--- src/sv/bpd_pkg.sv ---
// ----------------------------------------------------------------------------
// Byte pair decoder package
// Shared constants, types and control structures of the byte pair decoder.
// ----------------------------------------------------------------------------
package bpd_pkg;

   // Largest pair count that a header may announce.
   localparam int MAX_PAIRS     = 127;
   // Largest number of literals that one pair may expand to.
   localparam int MAX_EXPANSION = 64;

   localparam int PAIR_DEPTH    = 128;
   localparam int PAIR_AW       = $clog2(PAIR_DEPTH);
   localparam int STACK_DEPTH   = 64;
   localparam int STACK_AW      = $clog2(STACK_DEPTH);
   // The stack pointer also holds the full depth.
   localparam int SP_W          = STACK_AW + 1;
   // Expansion lengths run from 1 to MAX_EXPANSION.
   localparam int LEN_W         = 7;

   typedef logic [7:0]          symbol_type;
   typedef logic [6:0]          literal_type;
   typedef logic [PAIR_AW-1:0]  pair_addr_type;
   typedef logic [STACK_AW-1:0] stack_addr_type;
   typedef logic [SP_W-1:0]     stack_ptr_type;
   typedef logic [LEN_W-1:0]    length_type;
   typedef logic [15:0]         pair_word_type;

   typedef enum logic [1:0] {
      STATUS_OK         = 2'd0,
      STATUS_BAD_HEADER = 2'd1,
      STATUS_FWD_REF    = 2'd2,
      STATUS_TOO_LONG   = 2'd3
   } status_type;

   typedef enum logic [1:0] {
      PH_HEADER = 2'd0,
      PH_TABLE  = 2'd1,
      PH_DATA   = 2'd2
   } phase_type;

   typedef enum logic [2:0] {
      ST_IDLE,
      ST_DECODE,
      ST_POP,
      ST_SPLIT,
      ST_FETCH,
      ST_ERROR
   } state_type;

   // Control from the sequencer to the pair table and length store.
   typedef struct packed {
      logic          wr_en;
      pair_addr_type wr_addr;
      pair_word_type wr_pair;
      length_type    wr_len;
      pair_addr_type pair_rd_addr;
      pair_addr_type len_rd_addr;
   } pstore_ctl_type;

   // Control from the sequencer to the expansion stack.
   typedef struct packed {
      logic           wr_en;
      stack_addr_type wr_addr;
      symbol_type     wr_data;
      stack_addr_type rd_addr;
   } stack_ctl_type;

endpackage

--- src/sv/bpd_req_if.sv ---
// ----------------------------------------------------------------------------
// Byte pair decoder input channel
// Valid/ready channel carrying one byte of the compressed file per transfer.
// ----------------------------------------------------------------------------
interface bpd_req_if import bpd_pkg::*; ();

   logic       valid;
   logic       ready;
   symbol_type in_byte;
   logic       file_start;

   modport source (output valid, output in_byte, output file_start, input ready);
   modport sink   (input valid, input in_byte, input file_start, output ready);

endinterface

--- src/sv/bpd_rsp_if.sv ---
// ----------------------------------------------------------------------------
// Byte pair decoder result channel
// Valid/ready channel carrying one decoded literal or error per transfer.
// ----------------------------------------------------------------------------
interface bpd_rsp_if import bpd_pkg::*; ();

   logic        valid;
   logic        ready;
   literal_type out_byte;
   logic        last;
   logic [1:0]  status;

   modport source (output valid, output out_byte, output last, output status, input ready);
   modport sink   (input valid, input out_byte, input last, input status, output ready);

endinterface

--- src/sv/bpd_pair_store.sv ---
// ----------------------------------------------------------------------------
// Byte pair decoder pair store
// Pair table and expansion length memories, one write port and one
// registered read port each.
// ----------------------------------------------------------------------------
module bpd_pair_store import bpd_pkg::*; (
   input  logic           clock,
   input  pstore_ctl_type ctl,
   output pair_word_type  pair_rd,
   output length_type     len_rd
);

   pair_word_type pair_mem [PAIR_DEPTH];
   length_type    len_mem  [PAIR_DEPTH];

   always_ff @(posedge clock) begin
      if (ctl.wr_en) begin
         pair_mem[ctl.wr_addr] <= ctl.wr_pair;
         len_mem[ctl.wr_addr]  <= ctl.wr_len;
      end
      pair_rd <= pair_mem[ctl.pair_rd_addr];
      len_rd  <= len_mem[ctl.len_rd_addr];
   end

endmodule

--- src/sv/bpd_stack_mem.sv ---
// ----------------------------------------------------------------------------
// Byte pair decoder expansion stack
// Symbol memory behind the expansion stack, one write and one registered read.
// ----------------------------------------------------------------------------
module bpd_stack_mem import bpd_pkg::*; (
   input  logic          clock,
   input  stack_ctl_type ctl,
   output symbol_type    rd_data
);

   symbol_type mem [STACK_DEPTH];

   always_ff @(posedge clock) begin
      if (ctl.wr_en) begin
         mem[ctl.wr_addr] <= ctl.wr_data;
      end
      rd_data <= mem[ctl.rd_addr];
   end

endmodule

--- src/sv/byte_pair_decoder_unit.sv ---
// ----------------------------------------------------------------------------
// Byte pair decoder unit
// Decodes byte pair encoded files one input byte at a time.
// ----------------------------------------------------------------------------
// The unit takes one byte per input transfer and handles it fully before it
// takes the next one. Header and pair table bytes pass through the decode
// state, a literal data byte also through the pop state, where it may wait
// on the result channel. A pair code is expanded depth first by one sequencer
// working on a stack memory: each literal of the run takes a pop and a fetch
// state and each inner pair a pop and a split state, since the reads of the
// pair table and the stack are single-port and registered. One result register
// sits on the output, so a result may wait there while the sequencer works
// on. A file starts with a header byte equal to the pair count plus 128,
// followed by two symbols per pair and then data. Errors (bad header, forward
// pair reference, expansion longer than 64 literals) give one result with
// status set, byte 0 and last set; after that every byte is dropped until a
// byte with file_start arrives. Data codes naming undefined pairs give no
// result. Stores need no clearing after reset, so the unit is ready right away.
// ----------------------------------------------------------------------------
module byte_pair_decoder_unit import bpd_pkg::*; (
   input  logic       clock,
   input  logic       reset,
   bpd_req_if.sink    req_ch,
   bpd_rsp_if.source  rsp_ch
);

   // Sequencer and decode state.
   state_type     state_ff, state_in;
   phase_type     phase_ff, phase_in;
   literal_type   pair_count_ff, pair_count_in;
   literal_type   table_index_ff, table_index_in;
   logic          second_half_ff, second_half_in;
   symbol_type    held_symbol_ff, held_symbol_in;
   length_type    held_len_ff, held_len_in;
   logic          failed_ff, failed_in;
   symbol_type    byte_ff, byte_in;
   symbol_type    top_ff, top_in;
   stack_ptr_type sp_ff, sp_in;
   status_type    err_ff, err_in;

   // Result register.
   logic          rsp_valid_ff;
   literal_type   rsp_byte_ff;
   logic          rsp_last_ff;
   status_type    rsp_status_ff;

   logic          emit;
   literal_type   emit_byte;
   logic          emit_last;
   status_type    emit_status;
   logic          out_free;

   pstore_ctl_type pstore_ctl;
   stack_ctl_type  stack_ctl;
   pair_word_type  pair_rd;
   length_type     len_rd;
   symbol_type     stack_rd;

   length_type    sym_len;
   logic [7:0]    len_sum;
   literal_type   index_next;

   bpd_pair_store u_pair_store (
      .clock   (clock),
      .ctl     (pstore_ctl),
      .pair_rd (pair_rd),
      .len_rd  (len_rd)
   );

   bpd_stack_mem u_stack (
      .clock   (clock),
      .ctl     (stack_ctl),
      .rd_data (stack_rd)
   );

   assign req_ch.ready    = (state_ff == ST_IDLE);
   assign rsp_ch.valid    = rsp_valid_ff;
   assign rsp_ch.out_byte = rsp_byte_ff;
   assign rsp_ch.last     = rsp_last_ff;
   assign rsp_ch.status   = rsp_status_ff;

   // The result register can take a new result when empty or being drained.
   assign out_free = !rsp_valid_ff || rsp_ch.ready;

   // The length of the latched symbol was read from the store during the
   // accepting cycle, so it is on hand in the decode cycle.
   assign sym_len    = byte_ff[7] ? len_rd : length_type'(1);
   assign len_sum    = {1'b0, held_len_ff} + {1'b0, sym_len};
   assign index_next = table_index_ff + 7'd1;

   always_ff @(posedge clock) begin
      if (reset) begin
         state_ff       <= ST_IDLE;
         phase_ff       <= PH_HEADER;
         pair_count_ff  <= '0;
         table_index_ff <= '0;
         second_half_ff <= 1'b0;
         held_symbol_ff <= '0;
         failed_ff      <= 1'b0;
         sp_ff          <= '0;
         rsp_valid_ff   <= 1'b0;
      end else begin
         state_ff       <= state_in;
         phase_ff       <= phase_in;
         pair_count_ff  <= pair_count_in;
         table_index_ff <= table_index_in;
         second_half_ff <= second_half_in;
         held_symbol_ff <= held_symbol_in;
         failed_ff      <= failed_in;
         sp_ff          <= sp_in;
         if (emit) begin
            rsp_valid_ff <= 1'b1;
         end else if (rsp_ch.ready) begin
            rsp_valid_ff <= 1'b0;
         end
      end
   end

   // Payload registers carry no reset.
   always_ff @(posedge clock) begin
      held_len_ff <= held_len_in;
      byte_ff     <= byte_in;
      top_ff      <= top_in;
      err_ff      <= err_in;
      if (emit) begin
         rsp_byte_ff   <= emit_byte;
         rsp_last_ff   <= emit_last;
         rsp_status_ff <= emit_status;
      end
   end

   always_comb begin
      state_in       = state_ff;
      phase_in       = phase_ff;
      pair_count_in  = pair_count_ff;
      table_index_in = table_index_ff;
      second_half_in = second_half_ff;
      held_symbol_in = held_symbol_ff;
      held_len_in    = held_len_ff;
      failed_in      = failed_ff;
      byte_in        = byte_ff;
      top_in         = top_ff;
      sp_in          = sp_ff;
      err_in         = err_ff;

      emit        = 1'b0;
      emit_byte   = top_ff[6:0];
      emit_last   = (sp_ff == '0);
      emit_status = STATUS_OK;

      // Pair reads track the sequencer, length reads the input; stores read every cycle.
      pstore_ctl.wr_en        = 1'b0;
      pstore_ctl.wr_addr      = table_index_ff;
      pstore_ctl.wr_pair      = {held_symbol_ff, byte_ff};
      pstore_ctl.wr_len       = len_sum[LEN_W-1:0];
      pstore_ctl.pair_rd_addr = top_ff[6:0];
      pstore_ctl.len_rd_addr  = req_ch.in_byte[6:0];

      // The stack read always looks at the entry just below the pointer.
      stack_ctl.wr_en   = 1'b0;
      stack_ctl.wr_addr = sp_ff[STACK_AW-1:0];
      stack_ctl.wr_data = pair_rd[7:0];
      stack_ctl.rd_addr = sp_ff[STACK_AW-1:0] - 1'b1;

      case (state_ff)
         ST_IDLE: begin
            if (req_ch.valid) begin
               byte_in = req_ch.in_byte;
               if (req_ch.file_start) begin
                  failed_in = 1'b0;
                  phase_in  = PH_HEADER;
               end
               state_in = ST_DECODE;
            end
         end

         ST_DECODE: begin
            state_in = ST_IDLE;
            if (!failed_ff) begin
               case (phase_ff)
                  PH_HEADER: begin
                     if (!byte_ff[7] || (byte_ff[6:0] > 7'(MAX_PAIRS))) begin
                        err_in   = STATUS_BAD_HEADER;
                        state_in = ST_ERROR;
                     end else begin
                        pair_count_in  = byte_ff[6:0];
                        table_index_in = '0;
                        second_half_in = 1'b0;
                        held_symbol_in = '0;
                        phase_in       = (byte_ff[6:0] == '0) ? PH_DATA : PH_TABLE;
                     end
                  end
                  PH_TABLE: begin
                     // A symbol may only name a pair defined before this one.
                     if (byte_ff[7] && (byte_ff[6:0] >= table_index_ff)) begin
                        err_in   = STATUS_FWD_REF;
                        state_in = ST_ERROR;
                     end else if (!second_half_ff) begin
                        held_symbol_in = byte_ff;
                        held_len_in    = sym_len;
                        second_half_in = 1'b1;
                     end else if (len_sum > 8'(MAX_EXPANSION)) begin
                        err_in   = STATUS_TOO_LONG;
                        state_in = ST_ERROR;
                     end else begin
                        pstore_ctl.wr_en = 1'b1;
                        second_half_in   = 1'b0;
                        table_index_in   = index_next;
                        if (index_next >= pair_count_ff) begin
                           phase_in = PH_DATA;
                        end
                     end
                  end
                  PH_DATA: begin
                     // Codes of undefined pairs are dropped without a result.
                     if (!byte_ff[7] || (byte_ff[6:0] < pair_count_ff)) begin
                        top_in   = byte_ff;
                        sp_in    = '0;
                        state_in = ST_POP;
                     end
                  end
                  default: begin
                     state_in = ST_IDLE;
                  end
               endcase
            end
         end

         ST_POP: begin
            if (!top_ff[7]) begin
               // A literal on top: send it, then take the next stack entry.
               // It ends the run when the stack below it is empty.
               if (out_free) begin
                  emit = 1'b1;
                  if (sp_ff == '0) begin
                     state_in = ST_IDLE;
                  end else begin
                     sp_in    = sp_ff - 1'b1;
                     state_in = ST_FETCH;
                  end
               end
            end else begin
               // A pair on top: its two symbols arrive from the table next cycle.
               state_in = ST_SPLIT;
            end
         end

         ST_SPLIT: begin
            // The second symbol goes on the stack, the first becomes the top.
            stack_ctl.wr_en = 1'b1;
            sp_in           = sp_ff + 1'b1;
            top_in          = pair_rd[15:8];
            state_in        = ST_POP;
         end

         ST_FETCH: begin
            top_in   = stack_rd;
            state_in = ST_POP;
         end

         ST_ERROR: begin
            if (out_free) begin
               emit        = 1'b1;
               emit_byte   = '0;
               emit_last   = 1'b1;
               emit_status = err_ff;
               failed_in   = 1'b1;
               state_in    = ST_IDLE;
            end
         end

         default: begin
            state_in = ST_IDLE;
         end
      endcase
   end

`ifndef SYNTHESIS
   // The stack never holds more entries than its memory has.
   a_stack_bound: assert property (@(posedge clock) disable iff (reset)
      sp_ff < stack_ptr_type'(STACK_DEPTH))
      else $error("expansion stack pointer out of range");

   // An error result carries a zero byte and ends the results of its byte.
   a_error_shape: assert property (@(posedge clock) disable iff (reset)
      rsp_valid_ff && (rsp_status_ff != STATUS_OK) |-> (rsp_byte_ff == '0) && rsp_last_ff)
      else $error("error result with payload");

   // A split always follows the pop of a pair code.
   a_split_after_pop: assert property (@(posedge clock) disable iff (reset)
      state_ff == ST_SPLIT |-> ($past(state_ff) == ST_POP) && $past(top_ff[7]))
      else $error("split without a popped pair");

   // Only defined pairs are ever expanded, and only in the data phase.
   a_defined_pair: assert property (@(posedge clock) disable iff (reset)
      (state_ff == ST_POP) && top_ff[7] |-> (top_ff[6:0] < pair_count_ff) &&
                                            (phase_ff == PH_DATA))
      else $error("expansion of an undefined pair");
`endif

endmodule

--- src/flat_wrapper.sv ---
// flat-port wrapper written by rule: the top's interface ports become plain ports
module byte_pair_decoder_unit_flat import bpd_pkg::*;
  (clock, reset, req_ch_valid, req_ch_in_byte, req_ch_file_start, req_ch_ready, rsp_ch_valid, rsp_ch_out_byte, rsp_ch_last, rsp_ch_status, rsp_ch_ready);
  bpd_req_if req_ch_i ();
  bpd_rsp_if rsp_ch_i ();
  input  logic clock;
  input  logic reset;
  input wire logic [$bits(req_ch_i.valid)-1:0] req_ch_valid;
  input wire logic [$bits(req_ch_i.in_byte)-1:0] req_ch_in_byte;
  input wire logic [$bits(req_ch_i.file_start)-1:0] req_ch_file_start;
  output wire logic [$bits(req_ch_i.ready)-1:0] req_ch_ready;
  output wire logic [$bits(rsp_ch_i.valid)-1:0] rsp_ch_valid;
  output wire logic [$bits(rsp_ch_i.out_byte)-1:0] rsp_ch_out_byte;
  output wire logic [$bits(rsp_ch_i.last)-1:0] rsp_ch_last;
  output wire logic [$bits(rsp_ch_i.status)-1:0] rsp_ch_status;
  input wire logic [$bits(rsp_ch_i.ready)-1:0] rsp_ch_ready;
  assign req_ch_i.valid = req_ch_valid;
  assign req_ch_i.in_byte = req_ch_in_byte;
  assign req_ch_i.file_start = req_ch_file_start;
  assign req_ch_ready = req_ch_i.ready;
  assign rsp_ch_valid = rsp_ch_i.valid;
  assign rsp_ch_out_byte = rsp_ch_i.out_byte;
  assign rsp_ch_last = rsp_ch_i.last;
  assign rsp_ch_status = rsp_ch_i.status;
  assign rsp_ch_i.ready = rsp_ch_ready;
  byte_pair_decoder_unit u_core (.clock(clock), .reset(reset), .req_ch(req_ch_i), .rsp_ch(rsp_ch_i));
endmodule
--- config.mk ---
export PLATFORM = sky130hd
export DESIGN_NAME = byte_pair_decoder_unit_flat
export DESIGN_NICKNAME = d
export VERILOG_FILES = /design/src/sv/bpd_pkg.sv /design/src/sv/bpd_req_if.sv /design/src/sv/bpd_rsp_if.sv /design/src/sv/bpd_pair_store.sv /design/src/sv/bpd_stack_mem.sv /design/src/sv/byte_pair_decoder_unit.sv /design/src/flat_wrapper.sv
export SDC_FILE = /design/constraint.sdc
export NUM_CORES = 2
export LEC_CHECK = 0
export BUFFER_PORTS_ARGS = -buffer_cell sky130_fd_sc_hd__buf_2
export CORE_ASPECT_RATIO = 1.5
export CORE_MARGIN = 2
export CORE_UTILIZATION = 25
export DETAILED_ROUTE_END_ITERATION = 12
export GPL_ROUTABILITY_DRIVEN = 0
export GPL_TIMING_DRIVEN = 0
export PLACE_DENSITY = 0.45
export SYNTH_ARGS = -nofsm -noshare
export SYNTH_HDL_FRONTEND = slang
export SYNTH_SLANG_ARGS = --single-unit
--- constraint.sdc ---
create_clock -name clock -period 18.6 [get_ports clock]
set_input_delay 0.93 -clock clock [delete_from_list [all_inputs] [get_ports clock]]
set_output_delay 0.93 -clock clock [all_outputs]
set_load 0.05 [all_outputs]
==> results.sh <==
export IMPL_synth_distinct_cells=60
export IMPL_start_kind="flip-flop"
export IMPL_grt_setup_unrepaired="false"
export IMPL_violations="max-capacitance violations, max-slew violations"
export IMPL_routed_via_density=4.59
export IMPL_finalNetCount=6504
export IMPL_die_w_um=608
export IMPL_synthAdderAreaFrac=0.00340
export IMPL_postCtsSetupBuffers=0
export IMPL_crit_path_end_kind="flip-flop"
export IMPL_synth_top_family_by_area="multiplexers"
export IMPL_drt_first_pass_iters=6
export IMPL_p_int_mw=13.1
export IMPL_antenna_found_initial=18
export IMPL_synth_edf_count=3491
export IMPL_first_global_vias=68100
export IMPL_max_cap_viol_count=2
export IMPL_arrival_ns=7.29
export IMPL_drc=0
export IMPL_num_rows=332
export IMPL_start_util=0.251
export IMPL_drtIter0Drc=6061
export IMPL_tritoncts="done"
export IMPL_slew_headroom=-0.0302
export IMPL_synthArstFlopShare=0
export IMPL_cp_max_fo=55
export IMPL_hold_buffers=0
export IMPL_clk_path_buf_depth=4
export IMPL_finalWorstSetupSlack_ns=11.84
export IMPL_hpwl_mm=292
export IMPL_pwr_share_seq=0.533
export IMPL_grt_max_degree=77
export IMPL_swShare=0.221
export IMPL_p_leak_nw=49.4
export IMPL_dieHeight_um=910
export IMPL_netlist_area_mm2=0.137
export IMPL_grt_usage=0.147
export IMPL_fillers=52600
export IMPL_synth_xor_area_frac=0.000833
export IMPL_ctsRootBufferMaster="clkbuf_16"
export IMPL_drv_slew=13
export IMPL_via_count=63800
export IMPL_synth_simple_area_share=0.0155
export IMPL_yosys_register_bits=3559
export IMPL_detail_route_antenna_nets=0
export IMPL_wl_per_cell_um=29.8
export IMPL_io_buffers=24
export IMPL_fmax_mhz=148
export IMPL_status="complete, but fails checks"
export IMPL_hp_class="in -> reg"
export IMPL_post_route_period_util=0.364
export IMPL_synth_ff_type="edfxtp_1"
export IMPL_io_pin_count=25
export IMPL_clk_pin_slew_ns=0.06
export IMPL_yosys_warnings=0
export IMPL_avgSynthCellArea_um2=23.3
export IMPL_setup_violations_final=0
export IMPL_worst_ep_required_time_ns=19.13
export IMPL_synth_compound_area_frac=0.0135
export IMPL_cts_resized=0
export IMPL_synth_yosys_seq_area_share=0.777
export IMPL_layout_drive_gt1_share=0.304
export IMPL_final_hold_viol_count=0
export IMPL_worst_pin_slew_ns=1.55
export IMPL_cts_htree_levels=5
export IMPL_insertion_delay_ns=0.93
export IMPL_finalCriticalPeriod_ns=6.76
export IMPL_syn_instance_count=5859
export IMPL_criticalPathCategory="reg -> reg"
export IMPL_cts_made_buffers=341
export IMPL_die_area_mm2=0.553
export IMPL_combPwrFrac=0.054
export IMPL_totalWireLength_mm=414
export IMPL_p_per_area_mw_per_mm2=103
export IMPL_synth_mux_area_frac=0.180
export IMPL_pwr_share_clk=0.413
export IMPL_grt_pass1_wl_mm=567
export IMPL_synth_net_count=5908
export IMPL_syn_to_final_growth_pct=19.0
export IMPL_place_ws_ns=11.79
export IMPL_power_switching_mw=3.72
export IMPL_finClkSkew_ns=0.0754
export IMPL_ir_worst_vdd_v=0.0000782
export IMPL_grt_overflow_total=0
export IMPL_cts_sinks=3559
export IMPL_core_mm2=0.545
export IMPL_fin_util=0.298
synthesized netlist by cell type (3+ instances only):
cell          n  area, um^2
a211oi_1      3        22.5
a21o_1       14         105
a21oi_1      20         100
a22o_1       21         184
a22oi_1      61         458
a31oi_1       4        25.0
and2_1       12        75.1
and3_1        6        37.5
and4_1        3        26.3
buf_1        48         180
buf_2        98         490
buf_4         7        52.6
buf_6         3        33.8
clkbuf_1    149         559
dfxtp_1      68        1360
edfxtp_1   3491      105000
ha_1         34         425
inv_1        28         105
mux2i_1     201        2010
mux4_2     1001       22500
nand2_1      46         173
nand2b_1     16         100
nand3_1      20         100
nand3b_1     13        97.6
nand4_1      11        68.8
nand4_2       3        37.5
nor2_1      244         916
nor2b_1      20         125
nor3_1       19        95.1
nor3b_1       4        30.0
nor4_1       18         113
o2111ai_1     3        26.3
o211ai_1     39         293
o21a_1        6        45.0
o21ai_0      12        60.1
o21ai_1       3        15.0
o22ai_1      65         407
or3_1         5        31.3
xnor2_1      10        87.6
xor2_1        3        26.3
critical path, cell delays in order (launching register included):
cell and delay, ns:
edfxtp_1 0.66, buf_16 0.23, clkbuf_1 0.49, nand2_1 0.21
fa_1 0.62, inv_4 0.20, nor4b_1 0.38, mux2i_1 0.13
a211oi_2 0.33, o21a_1 0.23, nand4_1 1.00, clkbuf_2 0.84
nor2_4 0.92
sequential cells by signal, summed over array words and instances (netlist names):
| signal | flops |
|---|---|
| u_core.u_pair_store.pair_mem | 2048 |
| u_core.u_pair_store.len_mem | 896 |
| u_core.u_stack.mem | 512 |
| u_core.u_pair_store.pair_rd | 16 |
| u_core.byte_ff | 8 |
| u_core.held_symbol_ff | 8 |
| u_core.top_ff | 8 |
| u_core.u_stack.rd_data | 8 |
| u_core.held_len_ff | 7 |
| u_core.pair_count_ff | 7 |
| u_core.rsp_ch.out_byte | 7 |
| u_core.sp_ff | 7 |
| u_core.table_index_ff | 7 |
| u_core.u_pair_store.len_rd | 7 |
| u_core.state_ff | 3 |
| u_core.err_ff | 2 |
| u_core.phase_ff | 2 |
| u_core.rsp_ch.status | 2 |
| u_core.failed_ff | 1 |
| u_core.rsp_ch.last | 1 |
| u_core.rsp_ch.valid | 1 |
| u_core.second_half_ff | 1 |
cell type report:
| type | instances | area (um^2) | share of cell area |
|---|---|---|---|
| diodes | 12 | 30.0 | 0.000185 |
| plain buffers | 305 | 1330 | 0.00819 |
| clock buffers | 415 | 9040 | 0.0556 |
| clock inverters | 191 | 1820 | 0.0112 |
| inverters | 28 | 110 | 0.000677 |
| multi-input cells | 1967 | 30200 | 0.186 |
| flip-flops and latches | 3559 | 106000 | 0.653 |
| well taps | 7181 | 8980 | 0.0552 |
| repair buffers | 253 | 4870 | 0.0299 |
worst paths after layout:
path / cells past startpoint / end / from / slack, ns
max: 12 / u_core.u_pair_store.pair_mem[79][8] / u_core.byte_ff[7] / 11.84
min: 1 / u_core.byte_ff[7] / req_ch_in_byte[7] / 0.25
max reg2reg: 12 / u_core.u_pair_store.pair_mem[79][8] / u_core.byte_ff[7] / 11.84
min reg2reg: 2 / u_core.sp_ff[6] / u_core.sp_ff[6] / 0.51
layout by cell type, fill, tap and decap left out, types with 20 or more instances in the layout:
master	instances
dfxtp_1	52
o22ai_1	65
clkinv_1	65
nand3_1	20
edfxtp_1	3491
mux4_2	1001
nand2_1	46
buf_12	112
nor2_1	114
nor2b_1	20
buf_2	125
clkbuf_16	348
buf_4	23
clkbuf_1	197
a21oi_1	20
inv_1	26
nor2_4	129
o211ai_1	39
a22o_1	21
clkinv_2	58
a22oi_1	61
ha_1	33
buf_1	45
bufinv_16	28
buf_16	72
buf_8	21
mux2i_1	201
metal layers:
metal  routed length (um)  vias to the layer above  GRT usage  share of wire
li1                     -                    26300          -              -
met1               148000                    35200      0.159           0.36
met2               229000                     1769      0.282           0.55
met3                17700                      581     0.0191          0.043
met4                20200                        4     0.0656          0.049
met5                   26                        -          0       0.000063
stage by stage:
step	hold slack (ns)	power, mW	setup TNS, ns	cell area, um^2	cells
floorplan	0.464	9.57	0	137000	5859
global placement	0.490	9.99	-1.25	146000	13100
detailed placement	0.495	10.1	0	152000	13300
CTS	0.171	17.0	0	163000	13900
global route	0.214	17.3	0	163000	13900
finish	0.248	16.8	0	163000	13900
power groups by stage:
stage          Clock [mW]  Combinational, mW  Sequential [mW]
2_1_floorplan           0              0.379             9.20
3_3_place_gp            0              0.660             9.33
3_5_place_dp            0              0.914             9.14
4_1_cts              7.12              0.915             8.97
5_1_grt              7.38              0.946             8.96
6_report             6.95              0.903             8.97
cells by family after synthesis:
kind of cell,Yosys count
flops,3559
buf+inv,333
compound gates,263
simple gates,452
xor+xnor,13
fa+ha+maj,36
mux,1203
No activity file was read; power rests on OpenSTA's default activity.
